[src/assert_macros.svh]
// assertion macros used by the rtl top file
`ifndef ASSERT_MACROS_SVH
`define ASSERT_MACROS_SVH

// property checked on every clock edge out of reset
`define ASSERT_CLK(label, prop, msg) \
  label: assert property (@(posedge clk) disable iff (!rst_n) (prop)) else $error(msg);

// condition that must never be seen out of reset
`define ASSERT_NEVER(label, expr, msg) \
  label: assert property (@(posedge clk) disable iff (!rst_n) !(expr)) else $error(msg);

`endif

[src/htmlent_pkg.sv]
// ----------------------------------------------------------------------------
// htmlent_pkg
// types, constants and helpers for the html character reference decoder
// ----------------------------------------------------------------------------
package htmlent_pkg;

  localparam int unsigned CP_W  = 21;
  localparam int unsigned ACC_W = 25;
  localparam int unsigned POS_W = 3;

  localparam logic [CP_W-1:0]  CP_MAX     = 21'h10FFFF;
  localparam logic [CP_W-1:0]  CP_MAX_1B  = 21'h00007F;
  localparam logic [CP_W-1:0]  CP_MAX_2B  = 21'h0007FF;
  localparam logic [CP_W-1:0]  CP_MAX_3B  = 21'h00FFFF;
  localparam logic [POS_W-1:0] POS_SAT    = 3'd7;
  localparam logic [POS_W-1:0] HEAD_DEPTH = 3'd4;

  localparam logic [7:0] LEAD_2B = 8'hC0;
  localparam logic [7:0] LEAD_3B = 8'hE0;
  localparam logic [7:0] LEAD_4B = 8'hF0;
  localparam logic [7:0] CONT_B  = 8'h80;

  localparam logic [7:0] CH_HASH  = 8'h23;
  localparam logic [7:0] CH_LX    = 8'h78;
  localparam logic [7:0] CH_UX    = 8'h58;
  localparam logic [7:0] CH_0     = 8'h30;
  localparam logic [7:0] CH_9     = 8'h39;
  localparam logic [7:0] CH_LA    = 8'h61;
  localparam logic [7:0] CH_LF    = 8'h66;
  localparam logic [7:0] CH_UA    = 8'h41;
  localparam logic [7:0] CH_UF    = 8'h46;
  localparam logic [7:0] CH_AMP   = 8'h26;
  localparam logic [7:0] CH_LT    = 8'h3C;
  localparam logic [7:0] CH_GT    = 8'h3E;
  localparam logic [7:0] CH_QUOT  = 8'h22;
  localparam logic [7:0] CH_APOS  = 8'h27;

  localparam logic [23:0] NAME_AMP  = "amp";
  localparam logic [15:0] NAME_LT   = "lt";
  localparam logic [15:0] NAME_GT   = "gt";
  localparam logic [31:0] NAME_QUOT = "quot";
  localparam logic [31:0] NAME_APOS = "apos";

  localparam logic [2:0] CNT_NONE = 3'd0;
  localparam logic [2:0] CNT_1    = 3'd1;
  localparam logic [2:0] CNT_2    = 3'd2;
  localparam logic [2:0] CNT_3    = 3'd3;
  localparam logic [2:0] CNT_4    = 3'd4;

  typedef enum logic [1:0] {
    MODE_NONE  = 2'd0,
    MODE_DEC   = 2'd1,
    MODE_HEX   = 2'd2,
    MODE_NAMED = 2'd3
  } ref_mode_t;

  typedef struct packed {
    logic [CP_W-1:0]  code_point;
    ref_mode_t        mode;
    logic [POS_W-1:0] position;
    logic             failed;
    logic [3:0][7:0]  head;
  } name_state_t;

  typedef struct packed {
    logic            ok;
    logic [2:0]      count;
    logic [3:0][7:0] bytes;
  } result_t;

  typedef struct packed {
    logic       ok;
    logic [3:0] val;
  } digit_t;

  function automatic digit_t digit_decode(input logic [7:0] b, input logic hex);
    digit_t d;
    d = '0;
    if (b >= CH_0 && b <= CH_9) begin
      d.ok  = 1'b1;
      d.val = 4'(b - CH_0);
    end else if (hex && b >= CH_LA && b <= CH_LF) begin
      d.ok  = 1'b1;
      d.val = 4'(b - CH_LA + 8'd10);
    end else if (hex && b >= CH_UA && b <= CH_UF) begin
      d.ok  = 1'b1;
      d.val = 4'(b - CH_UA + 8'd10);
    end
    return d;
  endfunction

endpackage

[src/htmlent_accum.sv]
// ----------------------------------------------------------------------------
// htmlent_accum
// name state registers and the per-byte update of mode, code point and head
// ----------------------------------------------------------------------------
module htmlent_accum (
  input  logic                      clk,
  input  logic                      rst_n,
  input  logic                      upd,
  input  logic                      clr,
  input  logic [7:0]                name_byte,
  output htmlent_pkg::name_state_t  st_nxt
);

  logic [htmlent_pkg::CP_W-1:0]  cp_r;
  htmlent_pkg::ref_mode_t        mode_r;
  logic [htmlent_pkg::POS_W-1:0] pos_r;
  logic                          failed_r;
  logic [3:0][7:0]               head_r;

  logic [htmlent_pkg::ACC_W-1:0] acc;
  htmlent_pkg::digit_t           dig;
  logic                          is_hex;

  always_comb begin
    is_hex = (mode_r == htmlent_pkg::MODE_HEX);
    dig    = htmlent_pkg::digit_decode(name_byte, is_hex);
    if (is_hex) begin
      acc = {cp_r, 4'b0} + htmlent_pkg::ACC_W'(dig.val);
    end else begin
      acc = {1'b0, cp_r, 3'b0} + {3'b0, cp_r, 1'b0} + htmlent_pkg::ACC_W'(dig.val);
    end
  end

  always_comb begin
    st_nxt.code_point = cp_r;
    st_nxt.mode       = mode_r;
    st_nxt.failed     = failed_r;
    st_nxt.head       = head_r;
    if (pos_r == '0) begin
      if (name_byte == htmlent_pkg::CH_HASH) begin
        st_nxt.mode = htmlent_pkg::MODE_DEC;
      end else begin
        st_nxt.mode    = htmlent_pkg::MODE_NAMED;
        st_nxt.head[0] = name_byte;
      end
    end else if (mode_r == htmlent_pkg::MODE_NAMED) begin
      if (pos_r < htmlent_pkg::HEAD_DEPTH) begin
        st_nxt.head[pos_r[1:0]] = name_byte;
      end else begin
        st_nxt.failed = 1'b1;
      end
    end else if (mode_r == htmlent_pkg::MODE_DEC && pos_r == 3'd1 &&
                 (name_byte == htmlent_pkg::CH_LX || name_byte == htmlent_pkg::CH_UX)) begin
      st_nxt.mode = htmlent_pkg::MODE_HEX;
    end else if (!failed_r) begin
      if (!dig.ok) begin
        st_nxt.failed = 1'b1;
      end else if (acc > htmlent_pkg::ACC_W'(htmlent_pkg::CP_MAX)) begin
        st_nxt.failed = 1'b1;
      end else begin
        st_nxt.code_point = acc[htmlent_pkg::CP_W-1:0];
      end
    end
    st_nxt.position = (pos_r == htmlent_pkg::POS_SAT) ? pos_r : pos_r + 3'd1;
  end

  always_ff @(posedge clk) begin
    if (!rst_n) begin
      cp_r     <= '0;
      mode_r   <= htmlent_pkg::MODE_NONE;
      pos_r    <= '0;
      failed_r <= 1'b0;
    end else if (upd) begin
      if (clr) begin
        cp_r     <= '0;
        mode_r   <= htmlent_pkg::MODE_NONE;
        pos_r    <= '0;
        failed_r <= 1'b0;
      end else begin
        cp_r     <= st_nxt.code_point;
        mode_r   <= st_nxt.mode;
        pos_r    <= st_nxt.position;
        failed_r <= st_nxt.failed;
      end
    end
  end

  // head bytes are only read at positions written in the current name
  always_ff @(posedge clk) begin
    if (upd) begin
      head_r <= st_nxt.head;
    end
  end

endmodule

[src/htmlent_encode.sv]
// ----------------------------------------------------------------------------
// htmlent_encode
// final check of a name and utf-8 encoding of the code point
// ----------------------------------------------------------------------------
module htmlent_encode (
  input  htmlent_pkg::name_state_t st,
  output htmlent_pkg::result_t     res
);

  logic [htmlent_pkg::CP_W-1:0] cp;
  logic                         num_ok;

  always_comb begin
    cp     = st.code_point;
    num_ok = 1'b0;
    res    = '0;
    if (!st.failed) begin
      case (st.mode)
        htmlent_pkg::MODE_NAMED: begin
          if (st.position == 3'd3 && {st.head[0], st.head[1], st.head[2]} ==
              htmlent_pkg::NAME_AMP) begin
            res.bytes[0] = htmlent_pkg::CH_AMP;
            res.count    = htmlent_pkg::CNT_1;
          end else if (st.position == 3'd2 && {st.head[0], st.head[1]} ==
                       htmlent_pkg::NAME_LT) begin
            res.bytes[0] = htmlent_pkg::CH_LT;
            res.count    = htmlent_pkg::CNT_1;
          end else if (st.position == 3'd2 && {st.head[0], st.head[1]} ==
                       htmlent_pkg::NAME_GT) begin
            res.bytes[0] = htmlent_pkg::CH_GT;
            res.count    = htmlent_pkg::CNT_1;
          end else if (st.position == 3'd4 && {st.head[0], st.head[1], st.head[2],
                       st.head[3]} == htmlent_pkg::NAME_QUOT) begin
            res.bytes[0] = htmlent_pkg::CH_QUOT;
            res.count    = htmlent_pkg::CNT_1;
          end else if (st.position == 3'd4 && {st.head[0], st.head[1], st.head[2],
                       st.head[3]} == htmlent_pkg::NAME_APOS) begin
            res.bytes[0] = htmlent_pkg::CH_APOS;
            res.count    = htmlent_pkg::CNT_1;
          end
        end
        htmlent_pkg::MODE_DEC: num_ok = (st.position > 3'd1);
        htmlent_pkg::MODE_HEX: num_ok = (st.position > 3'd2);
        default:               num_ok = 1'b0;
      endcase
    end

    if (num_ok) begin
      if (cp <= htmlent_pkg::CP_MAX_1B) begin
        res.bytes[0] = cp[7:0];
        res.count    = htmlent_pkg::CNT_1;
      end else if (cp <= htmlent_pkg::CP_MAX_2B) begin
        res.bytes[0] = htmlent_pkg::LEAD_2B | {3'b0, cp[10:6]};
        res.bytes[1] = htmlent_pkg::CONT_B  | {2'b0, cp[5:0]};
        res.count    = htmlent_pkg::CNT_2;
      end else if (cp <= htmlent_pkg::CP_MAX_3B) begin
        res.bytes[0] = htmlent_pkg::LEAD_3B | {4'b0, cp[15:12]};
        res.bytes[1] = htmlent_pkg::CONT_B  | {2'b0, cp[11:6]};
        res.bytes[2] = htmlent_pkg::CONT_B  | {2'b0, cp[5:0]};
        res.count    = htmlent_pkg::CNT_3;
      end else if (cp <= htmlent_pkg::CP_MAX) begin
        res.bytes[0] = htmlent_pkg::LEAD_4B | {5'b0, cp[20:18]};
        res.bytes[1] = htmlent_pkg::CONT_B  | {2'b0, cp[17:12]};
        res.bytes[2] = htmlent_pkg::CONT_B  | {2'b0, cp[11:6]};
        res.bytes[3] = htmlent_pkg::CONT_B  | {2'b0, cp[5:0]};
        res.count    = htmlent_pkg::CNT_4;
      end
    end
    res.ok = (res.count != htmlent_pkg::CNT_NONE);
  end

endmodule

[src/html_entity_to_utf8_decoder_top.sv]
// ----------------------------------------------------------------------------
// html_entity_to_utf8_decoder_top
// decodes an html character reference name, one byte per request, to utf-8
// ----------------------------------------------------------------------------
//  channel   direction  handshake          payload
//  in_       sink       in_valid/in_stall  name_byte, is_last, name_empty
//  out_      source     out_valid/out_stall ok, byte_count, out_byte0..3
//
//  one request accepted per cycle when the result side keeps up
//  a request is taken into an input register, and from there the name state is
//  updated and, for a last or empty request, the result register is loaded
//  synchronous active-low reset clears the pipe and the name state
//  a held result stalls only a last or empty request waiting behind it
// ----------------------------------------------------------------------------
`include "assert_macros.svh"

module html_entity_to_utf8_decoder_top (
  input  logic       clk,
  input  logic       rst_n,
  // request channel
  input  logic       in_valid,
  output logic       in_stall,
  input  logic [7:0] in_name_byte,
  input  logic       in_is_last,
  input  logic       in_name_empty,
  // result channel
  output logic       out_valid,
  input  logic       out_stall,
  output logic       out_ok,
  output logic [2:0] out_byte_count,
  output logic [7:0] out_byte0,
  output logic [7:0] out_byte1,
  output logic [7:0] out_byte2,
  output logic [7:0] out_byte3
);

  // input register
  logic       s1_valid_r;
  logic       s1_valid_nxt;
  logic [7:0] s1_byte_r;
  logic       s1_last_r;
  logic       s1_empty_r;

  // result register
  logic                 out_valid_r;
  logic                 out_valid_nxt;
  htmlent_pkg::result_t out_res_r;

  htmlent_pkg::name_state_t st_nxt;
  htmlent_pkg::result_t     enc_res;

  logic s1_emits;
  logic out_free;
  logic s1_go;
  logic in_fire;

  // a request that ends a name needs room in the result register
  assign s1_emits = s1_last_r | s1_empty_r;
  assign out_free = !out_valid_r || !out_stall;
  assign s1_go    = s1_valid_r && (!s1_emits || out_free);
  assign in_stall = s1_valid_r && !s1_go;
  assign in_fire  = in_valid && !in_stall;

  always_comb begin
    s1_valid_nxt = s1_valid_r;
    if (in_fire) begin
      s1_valid_nxt = 1'b1;
    end else if (s1_go) begin
      s1_valid_nxt = 1'b0;
    end
  end

  always_ff @(posedge clk) begin
    if (!rst_n) begin
      s1_valid_r <= 1'b0;
    end else begin
      s1_valid_r <= s1_valid_nxt;
    end
  end

  always_ff @(posedge clk) begin
    if (in_fire) begin
      s1_byte_r  <= in_name_byte;
      s1_last_r  <= in_is_last;
      s1_empty_r <= in_name_empty;
    end
  end

  // name state: cleared after every result, and by an empty name
  htmlent_accum u_accum (
    .clk       (clk),
    .rst_n     (rst_n),
    .upd       (s1_go),
    .clr       (s1_emits),
    .name_byte (s1_byte_r),
    .st_nxt    (st_nxt)
  );

  // encoder sees the state including the last byte
  htmlent_encode u_encode (
    .st  (st_nxt),
    .res (enc_res)
  );

  always_comb begin
    out_valid_nxt = out_valid_r;
    if (s1_go && s1_emits) begin
      out_valid_nxt = 1'b1;
    end else if (!out_stall) begin
      out_valid_nxt = 1'b0;
    end
  end

  always_ff @(posedge clk) begin
    if (!rst_n) begin
      out_valid_r <= 1'b0;
    end else begin
      out_valid_r <= out_valid_nxt;
    end
  end

  // empty name always fails, whatever was in progress
  always_ff @(posedge clk) begin
    if (s1_go && s1_emits) begin
      out_res_r <= s1_empty_r ? '0 : enc_res;
    end
  end

  assign out_valid      = out_valid_r;
  assign out_ok         = out_res_r.ok;
  assign out_byte_count = out_res_r.count;
  assign out_byte0      = out_res_r.bytes[0];
  assign out_byte1      = out_res_r.bytes[1];
  assign out_byte2      = out_res_r.bytes[2];
  assign out_byte3      = out_res_r.bytes[3];

  // a new result appears only from a request that ends a name
  `ASSERT_CLK(a_result_src, $rose(out_valid_r) |-> $past(s1_valid_r && s1_emits), "result without last or empty request")
  // failure carries no bytes
  `ASSERT_CLK(a_fail_zero, out_valid_r && !out_res_r.ok |-> out_res_r.count == htmlent_pkg::CNT_NONE && out_res_r.bytes == '0, "failed result with data")
  // backpressure only with a request held in the input register
  `ASSERT_CLK(a_stall_src, in_stall |-> s1_valid_r && s1_emits && out_valid_r, "stall without held request")
  // never more than four bytes
  `ASSERT_NEVER(a_count_max, out_valid_r && out_res_r.count > htmlent_pkg::CNT_4, "byte count above four")

endmodule

[config.mk]
export PLATFORM = sky130hd
export DESIGN_NAME = html_entity_to_utf8_decoder_top
export DESIGN_NICKNAME = d
export VERILOG_FILES = /design/src/htmlent_pkg.sv /design/src/htmlent_accum.sv /design/src/htmlent_encode.sv /design/src/html_entity_to_utf8_decoder_top.sv
export VERILOG_INCLUDE_DIRS = /design/src /design/src/src
export SDC_FILE = /design/constraint.sdc
export NUM_CORES = 1
export LEC_CHECK = 0
export CELL_PAD_IN_SITES_DETAIL_PLACEMENT = 1
export CELL_PAD_IN_SITES_GLOBAL_PLACEMENT = 1
export CORE_MARGIN = 2
export CORE_UTILIZATION = 25
export DETAILED_ROUTE_END_ITERATION = 12
export DONT_BUFFER_PORTS = 1
export PLACE_DENSITY = 0.43
export SLEW_MARGIN = 20
export SYNTH_ARGS = -nofsm -noshare
export SYNTH_HDL_FRONTEND = slang
export SYNTH_HIERARCHICAL = 1
export SYNTH_SLANG_ARGS = --single-unit
[constraint.sdc]
create_clock -name clk -period 8.1 [get_ports clk]
set_clock_uncertainty 0.1 [all_clocks]
set_input_delay 0.81 -clock clk [delete_from_list [all_inputs] [get_ports clk]]
set_output_delay 0.81 -clock clk [all_outputs]
set_load 0.01 [all_outputs]
Yosys cells after proc, flatten, opt, wreduce, memory -nomap -nowiden
Cells that the tools add are included.
Cells by class
  add/sub/neg operators: 9
  $lt $le $gt $ge: 16
  eq/ne operators: 20
  mux-type cells: 63
  bitwise logic cells: 3
  reduce and logical (&&, ||, !) cells: 32
Operator list (number)
  $mux 21: 6
  $mux 8: 11
  $mux 35: 2
  $eq 32x31->1 const B: 2
  $mux 32: 2
  $add 25x4->25: 2
  $mux 25: 2
  $mux 24: 2
  $mux 3: 11
  $bwmux 32: 1
  $eq 16x15->1 const B: 2
  $mux 16: 2
  $add 24x22->25: 1
  $gt 25x21->1 const B: 1
  $eq 24x23->1 const B: 1
  $mux 23: 1
  $le 21x11->1 const B: 1
  $le 21x16->1 const B: 1
  $le 21x21->1 const B: 1
  $le 21x7->1 const B: 1
  $logic_and 1x1->1: 17
  $demux 8 s2: 1
  $eq 8x7->1 const B: 2
  $ge 8x7->1 const B: 2
  34 further kinds: 68
Storage, ports and cells
  flip-flop bits (word level): 107
  input bits: 14
  output and inout bits: 38
  word-level logic and storage cells: 165

Depth between registers and ports, before layout
Gate-level depths: netlist of run 1.
  depth in word-level cells: 30
  depth in mapped cells: 29

Hierarchy
Netlist of run 1, hierarchy kept.
By module, submodules not included
  htmlent_accum: instances 1, cells an instance 525, area each 4914.7 µm², seq. area each 1501.4 µm²
  html_entity_to_utf8_decoder_top: instances 1, cells an instance 98, area each 1759.2 µm², seq. area each 1421.4 µm²
  htmlent_encode: instances 1, cells an instance 181, area each 1109.8 µm², seq. area each 0.0 µm²

Worst setup path after synthesis of run 1
No wires, ideal clock.
  path kind: register to register
  from: register s1_byte_r[0]
  to: register out_res_r (netlist bit out_byte0[0]) (data pin)
  library setup time: 0.257 ns
  arrival: 5.992 ns
  data required time: 7.743 ns
  path slack: 1.751 ns
  stages on the path, launching flop included: 27
  path buffers: 1
  cells stage by stage: edfxtp_1 inv_1 ha_1 nor2_1 o21ai_0 and3_1 a31oi_1 o21ai_0 fa_1 inv_1 ha_1 a211oi_2 o211ai_2 a2111oi_2 nor2_1 o211a_1 a2111oi_4 a21oi_2 nor2_4 buf_4 mux2_2 nor4_2 nand4_1 nand2b_2 a2111oi_2 a211o_1 nor2b_1
RTL lines
  start, declared: line html_entity_to_utf8_decoder_top.sv:40  | logic [7:0] s1_byte_r;
  start signal, assigned: line html_entity_to_utf8_decoder_top.sv:83  | s1_byte_r <= in_name_byte;
  end signal, assigned: line html_entity_to_utf8_decoder_top.sv:125  | out_res_r <= s1_empty_r ? '0 : enc_res;
  end, declared: line html_entity_to_utf8_decoder_top.sv:47  | htmlent_pkg::result_t out_res_r;

==> results.py, run 1 <==
metrics = {
    "sta": {
        "setup_violations": 0,
        "layout_setup_ws_ns": 0.551,
        "period_share_pct": 93.2,
        "whs_ns": 0.427,
        "drv_slew": 0,
        "post-route-min-period_ns": 7.55,
        "finalHoldViolCount": 0,
        "max_clock_freq_ghz": 0.132,
        "slew_headroom_pct": 32.7,
        "worst_pin_slew_ns": 1.01,
    },
    "critical_path": {
        "crit_path_end_kind": "flop",
        "cp_max_fo": 12,
        "cpLargestDelayFamily": "compound AO/OA/AOI/OAI gates",
        "crit_required_ns": 8.23,
        "crit_type": "reg -> reg",
        "critPathMaxStageDelay_ns": 0.68,
        "crit_buf_inv": 4,
        "cp.arrival_ns": 7.68,
        "slowest_stage": "or4_4",
        "cp-start-kind": "flop",
    },
    "outcome": {
        "status": "finished clean",
    },
    "logic_synthesis": {
        "synth_cell_types": 81,
        "ys_ff_latch": 107,
        "synth_edf_count": 78,
        "syn_area_um2": 7780,
        "syn_inst": 804,
        "synth.avg_cell_area_um2": 9.68,
        "ys.flop_type": "edfxtp_1",
        "async_flop_share_pct": 0,
        "synth_seq_area_share_pct": 37.6,
        "ys.warnings.count": 6,
    },
    "global_route": {
        "grt_pass1_wl_um": 40300,
        "antenna_found_initial": 0,
        "grt_pass1_vias": 6562,
        "grt-ovfl-total": 0,
        "grtUsageTotal_pct": 15.8,
        "grt_max_degree": 63,
    },
    "clock_tree": {
        "clkTransAtPathRegs_ns": 0.09,
        "cts_sinks": 107,
        "cts_tree": "done",
        "cts_root_buffer": "clkbuf_16",
        "cts_hold_buf": 0,
        "clockBufferDepth": 2,
        "htreeDepth": 3,
        "clk_latency_ns": 0.37,
        "numCtsBuffers": 9,
    },
    "placed_design": {
        "gp_congestion": 0.802,
        "io_buffers": 0,
        "detailed_place_hpwl_um": 18900,
        "place_ws_ns": 0.260,
        "place_area_um2": 8160,
    },
    "power_and_ir_drop": {
        "total_leakage_power_nw": 3.23,
        "cellPowerDensity_nw_per_um2": 136,
        "power_w": 0.00117,
        "ir_drop_mv": 0.101,
    },
    "worst_hold_path": {
        "hold_path.class": "in -> reg",
    },
    "floorplan": {
        "fp.dieArea_um2": 32600,
        "start_util_pct": 25.4,
        "fp-row-count": 64,
        "core_um2": 30600,
        "pin_count": 52,
        "die_x_um": 180,
        "die_h_um": 180,
    },
    "cells_and_area": {
        "fill_cells": 3493,
        "area_growth_pct": 10.4,
        "fin_util_pct": 28.1,
        "final_layout_size_suffix_gt1_share_pct": 12.0,
        "layout_common_cells": "edfxtp_1 (78), nand2_1 (63), ha_1 (51)",
        "stdcell_area_um2": 8590,
        "regArea_um2": 2920,
        "final_common_cell": "edfxtp_1",
        "num_antenna_cells": 0,
        "fin_nets": 854,
        "multi_input_area_um2": 4590,
    },
    "routing": {
        "wl_um": 25900,
        "drc_errors": 0,
        "wl_per_cell_um": 21.8,
        "drt_iter0_markers": 394,
        "ant_nets": 0,
        "drt_pass1_iterations": 4,
        "via_per_inst": 5.37,
        "via_count": 6374,
    },
    "run": {
        "maxCapViolCount": 0,
    },
}
==> sequential cells by signal (all words and copies together) (netlist names), 2 cells and up <==
| name | flops |
|---|---|
| u_accum/head_r | 32 |
| u_accum/cp_r | 21 |
| out_byte0 | 8 |
| out_byte1 | 8 |
| out_byte2 | 8 |
| out_byte3 | 8 |
| s1_byte_r | 8 |
| out_byte_count | 3 |
| u_accum/pos_r | 3 |
| u_accum/mode_r | 2 |
==> final timing paths <==
kind | startpoint | end | slack, ns | cells after the start
setup / recovery | s1_byte_r[1] | out_byte0[0] | 0.55 | 27
hold / removal | in_name_byte[7] | s1_byte_r[7] | 0.43 | 0
setup reg to reg | s1_byte_r[1] | out_byte0[0] | 0.55 | 27
hold reg to reg | u_accum/failed_r | u_accum/failed_r | 0.47 | 2
==> logic make-up (layout without fill, tap and decap cells) <==
| logic type | after synthesis | after routing | share of synthesized area (%) |
|---|---|---|---|
| adders and majority gates | 53 | 53 | 8.71 |
| muxes | 37 | 37 | 5.32 |
| and+or+nand+nor | 285 | 286 | 20.4 |
| other | 1 | 3 | 0.0482 |
| AOI/OAI and AO/OA | 236 | 236 | 22.3 |
| DFF | 107 | 107 | 37.6 |
| buffers and inverters | 72 | 57 | 4.16 |
| xor gates and xnor gates | 13 | 13 | 1.46 |
==> per-stage QoR <==
stage | std cells | TNS, ns
2_1_floorplan | 806 | 0
3_3_place_gp | 1164 | 0
3_5_place_dp | 1164 | 0
4_1_cts | 1180 | 0
5_1_grt | 1188 | -0.0102
6_report | 1188 | 0
==> where the power goes <==
part           total [W]  internal [W]  switching, W  leakage, nW
Clock           0.000481      0.000228      0.000253        0.154
Combinational  0.0000664     0.0000202     0.0000462         2.09
Sequential      0.000620      0.000605     0.0000147        0.980
==> layout make-up <==
type / instances / share of cell area (%)
well taps: 396 / 5.77
clock inverters: 7 / 1.09
flip-flops and latches: 107 / 34.0
clock buffers: 9 / 2.62
multi-input cells: 628 / 53.5
repair buffers: 19 / 2.08
inverters: 22 / 0.961
==> synth_stat cells, drive strengths merged (5+ instances only) <==
cell type	count	share of area [%]
and2b	6	0.58
o22ai	5	0.40
dfxtp	29	7.5
ha	51	8.2
nand3	29	1.9
nor3b	18	1.7
nor2	52	2.8
nand2	63	3.0
nor2b	40	3.2
nor4	11	1.0
xnor2	7	0.79
clkbuf	31	1.5
inv	22	1.1
nand4	10	0.80
o211ai	15	1.6
buf	19	1.6
edfxtp	78	30
a2111oi	7	1.2
o21a	8	0.77
and2	9	0.72
xor2	6	0.68
a31oi	11	1.1
a21o	10	0.96
a22o	7	0.79
mux2	35	5.1
o2111a	17	2.5
nor3	11	0.77
a21oi	44	2.9
o21ai	54	3.5
a211oi	8	0.84
a311o	17	2.2
nor4b	5	0.56
==> layer usage <==
metal  global-route usage, %  wire length [um]  vias to the layer above
met4                    4.61               490                        0
met3                    2.71               907                       26
li1                        -                 -                     3067
met2                    26.9             12600                      113
met1                    20.6             11900                     3168
met5                       0                 0                        -
==> timing repair <==
item                                    CTS  global route
endpoints found under the setup margin    0            17
setup buffers                             0             6
gates resized for setup                   0             4
No activity file was read; power rests on OpenSTA's default activity.
==> run 2, diff against run 1 <==
--- a/config.mk
+++ b/config.mk
@@ -8,6 +8,7 @@
 export LEC_CHECK = 0
 export CELL_PAD_IN_SITES_DETAIL_PLACEMENT = 1
 export CELL_PAD_IN_SITES_GLOBAL_PLACEMENT = 1
+export CORE_ASPECT_RATIO = 0.7
 export CORE_MARGIN = 2
 export CORE_UTILIZATION = 25
 export DETAILED_ROUTE_END_ITERATION = 12
==> results.py, run 2 (synthesized netlist as in run 1, its figures left out) <==
metrics = {
    "critical_path": {
        "crit_path_end_kind": "flop",
        "cp.arrival_ns": 7.63,
        "crit_top_cell": "o21ai_0",
        "cp_max_fo": 32,
        "crit_type": "reg -> reg",
        "crit_required_ns": 8.24,
        "cpLargestDelayFamily": "compound AO/OA/AOI/OAI gates",
        "critPathMaxStageDelay_ns": 0.47,
        "slowest_stage": "edfxtp_1",
        "crit_buf_inv": 4,
        "cp-start-kind": "flop",
    },
    "routing": {
        "via_per_inst": 5.31,
        "wl_per_cell_um": 21.8,
        "drt_iter0_markers": 362,
        "wl_um": 26300,
        "via_count": 6418,
        "drt_pass1_iterations": 5,
        "drc_errors": 0,
        "ant_nets": 0,
    },
    "placed_design": {
        "io_buffers": 0,
        "detailed_place_hpwl_um": 19800,
        "place_area_um2": 8190,
        "gp_congestion": 0.802,
    },
    "sta": {
        "slew_headroom_pct": 26.2,
        "period_share_pct": 92.5,
        "setup_violations": 0,
        "finalHoldViolCount": 0,
        "tns_ns": 0,
        "max_clock_freq_ghz": 0.133,
        "post-route-min-period_ns": 7.49,
        "worst_pin_slew_ns": 1.08,
        "rsz0062_at_grt": "no",
        "drv_slew": 0,
    },
    "cells_and_area": {
        "layout_common_cells": "edfxtp_1 (78), nand2_1 (63), ha_1 (51)",
        "final_common_cell": "edfxtp_1",
        "largest_reg_flops": 32,
        "num_antenna_cells": 0,
        "fin_nets": 850,
        "layout_top_registers": "u_accum/head_r: 32 flops, u_accum/cp_r: 21 flops",
        "fill_cells": 3513,
        "top_register": "u_accum/head_r",
        "area_growth_pct": 10.3,
        "final_layout_size_suffix_gt1_share_pct": 11.2,
        "stdcell_area_um2": 8590,
    },
    "global_route": {
        "grt_pass1_vias": 6328,
        "grt_pass1_wl_um": 40200,
        "grt-ovfl-total": 0,
        "grtUsageTotal_pct": 16.3,
        "use_met3_pct": 3.03,
        "grt_max_degree": 63,
        "grt.met1_usage_pct": 24.2,
        "busiest_layer": "met1",
        "grtUsageMet2_pct": 23.7,
        "antenna_found_initial": 0,
    },
    "power_and_ir_drop": {
        "pwr-share-clk_pct": 39.8,
        "p_seq_share_pct": 54.3,
        "p_int_w": 0.000876,
        "power.share.switching_pct": 23.3,
        "power_w": 0.00114,
        "total_leakage_power_nw": 3.20,
        "ir_drop_mv": 0.0809,
        "switchingPower_w": 0.000267,
        "power_frac_comb_pct": 6.0,
        "cellPowerDensity_nw_per_um2": 133,
    },
    "clock_tree": {
        "clockBufferDepth": 2,
        "htreeDepth": 3,
        "cts_root_buffer": "clkbuf_16",
        "clkTransAtPathRegs_ns": 0.07,
        "numCtsBuffers": 9,
        "cts_sinks": 107,
        "cts_tree": "done",
        "clk_latency_ns": 0.36,
    },
    "floorplan": {
        "fp.dieArea_um2": 32600,
        "die_x_um": 215,
        "pin_count": 52,
        "start_util_pct": 25.2,
        "fp-row-count": 54,
        "core_um2": 30900,
        "die_h_um": 152,
    },
    "outcome": {
        "status": "finished clean",
    },
    "run": {
        "maxCapViolCount": 0,
    },
    "worst_hold_path": {
        "hold_path.class": "in -> reg",
    },
}
-- run 2: cell count changes in the layout (fill, tap and decap cells not counted), sizes merged --
cell      delta
bufinv       +1
inv          -4
clkinvlp     +1
buf          -4
clkbuf       +4
clkinv       -2
-- run 2: metrics by stage --
step	util [%]	hold WS, ns	cells	worst slack, ns
global placement	26.5	0.433	1188	0.454
finish	27.8	0.435	1208	0.606
CTS	27.5	0.407	1205	0.176
global route	27.8	0.401	1208	0.0152
detailed placement	26.5	0.445	1188	-0.0171
floorplan	-	0.407	806	1.75
-- run 2: final cells by class --
cell class	count	area (um^2)	share of cell area [%]
timing repair buffer	15	145	1.69
clock buffer	13	250	2.91
multi-input combinational	628	4610	53.7
tap	420	526	6.12
clock inverter	3	46.3	0.539
sequential	107	2920	34.0
inverter	22	82.6	0.962
-- run 2: final timing paths --
path                           end  slack (ns)              from  cells after the start
setup / recovery      out_byte0[5]        0.61      s1_byte_r[1]                     27
hold / removal           s1_last_r        0.44        in_is_last                      0
setup reg to reg      out_byte0[5]        0.61      s1_byte_r[1]                     27
hold reg to reg   u_accum/failed_r        0.46  u_accum/failed_r                      2
-- run 2: what timing repair did --
item	in CTS	in global routing
setup endpoints to repair	1	32
setup buffers	0	2
pin swaps	1	1
gates cloned	1	0
gates resized for setup	0	4
hold buffers	0	0
-- run 2: power by group through the flow --
stage	clock (W)	sequential (W)	combinational, W
finish	0.000454	0.000620	0.0000684
global route	0.000493	0.000622	0.0000756
CTS	0.000476	0.000620	0.0000669
detailed placement	0	0.000633	0.0000670
global placement	0	0.000632	0.0000653
floorplan	0	0.000627	0.0000491
-- run 2: layer usage --
| layer | routed length, um | part of all wire (%) | vias up |
|---|---|---|---|
| met1 | 13800 | 52 | 3205 |
| met2 | 11100 | 42 | 136 |
| met5 | 0 | 0 | - |
| li1 | - | - | 3052 |
| met4 | 527 | 2.0 | 0 |
| met3 | 934 | 3.6 | 25 |
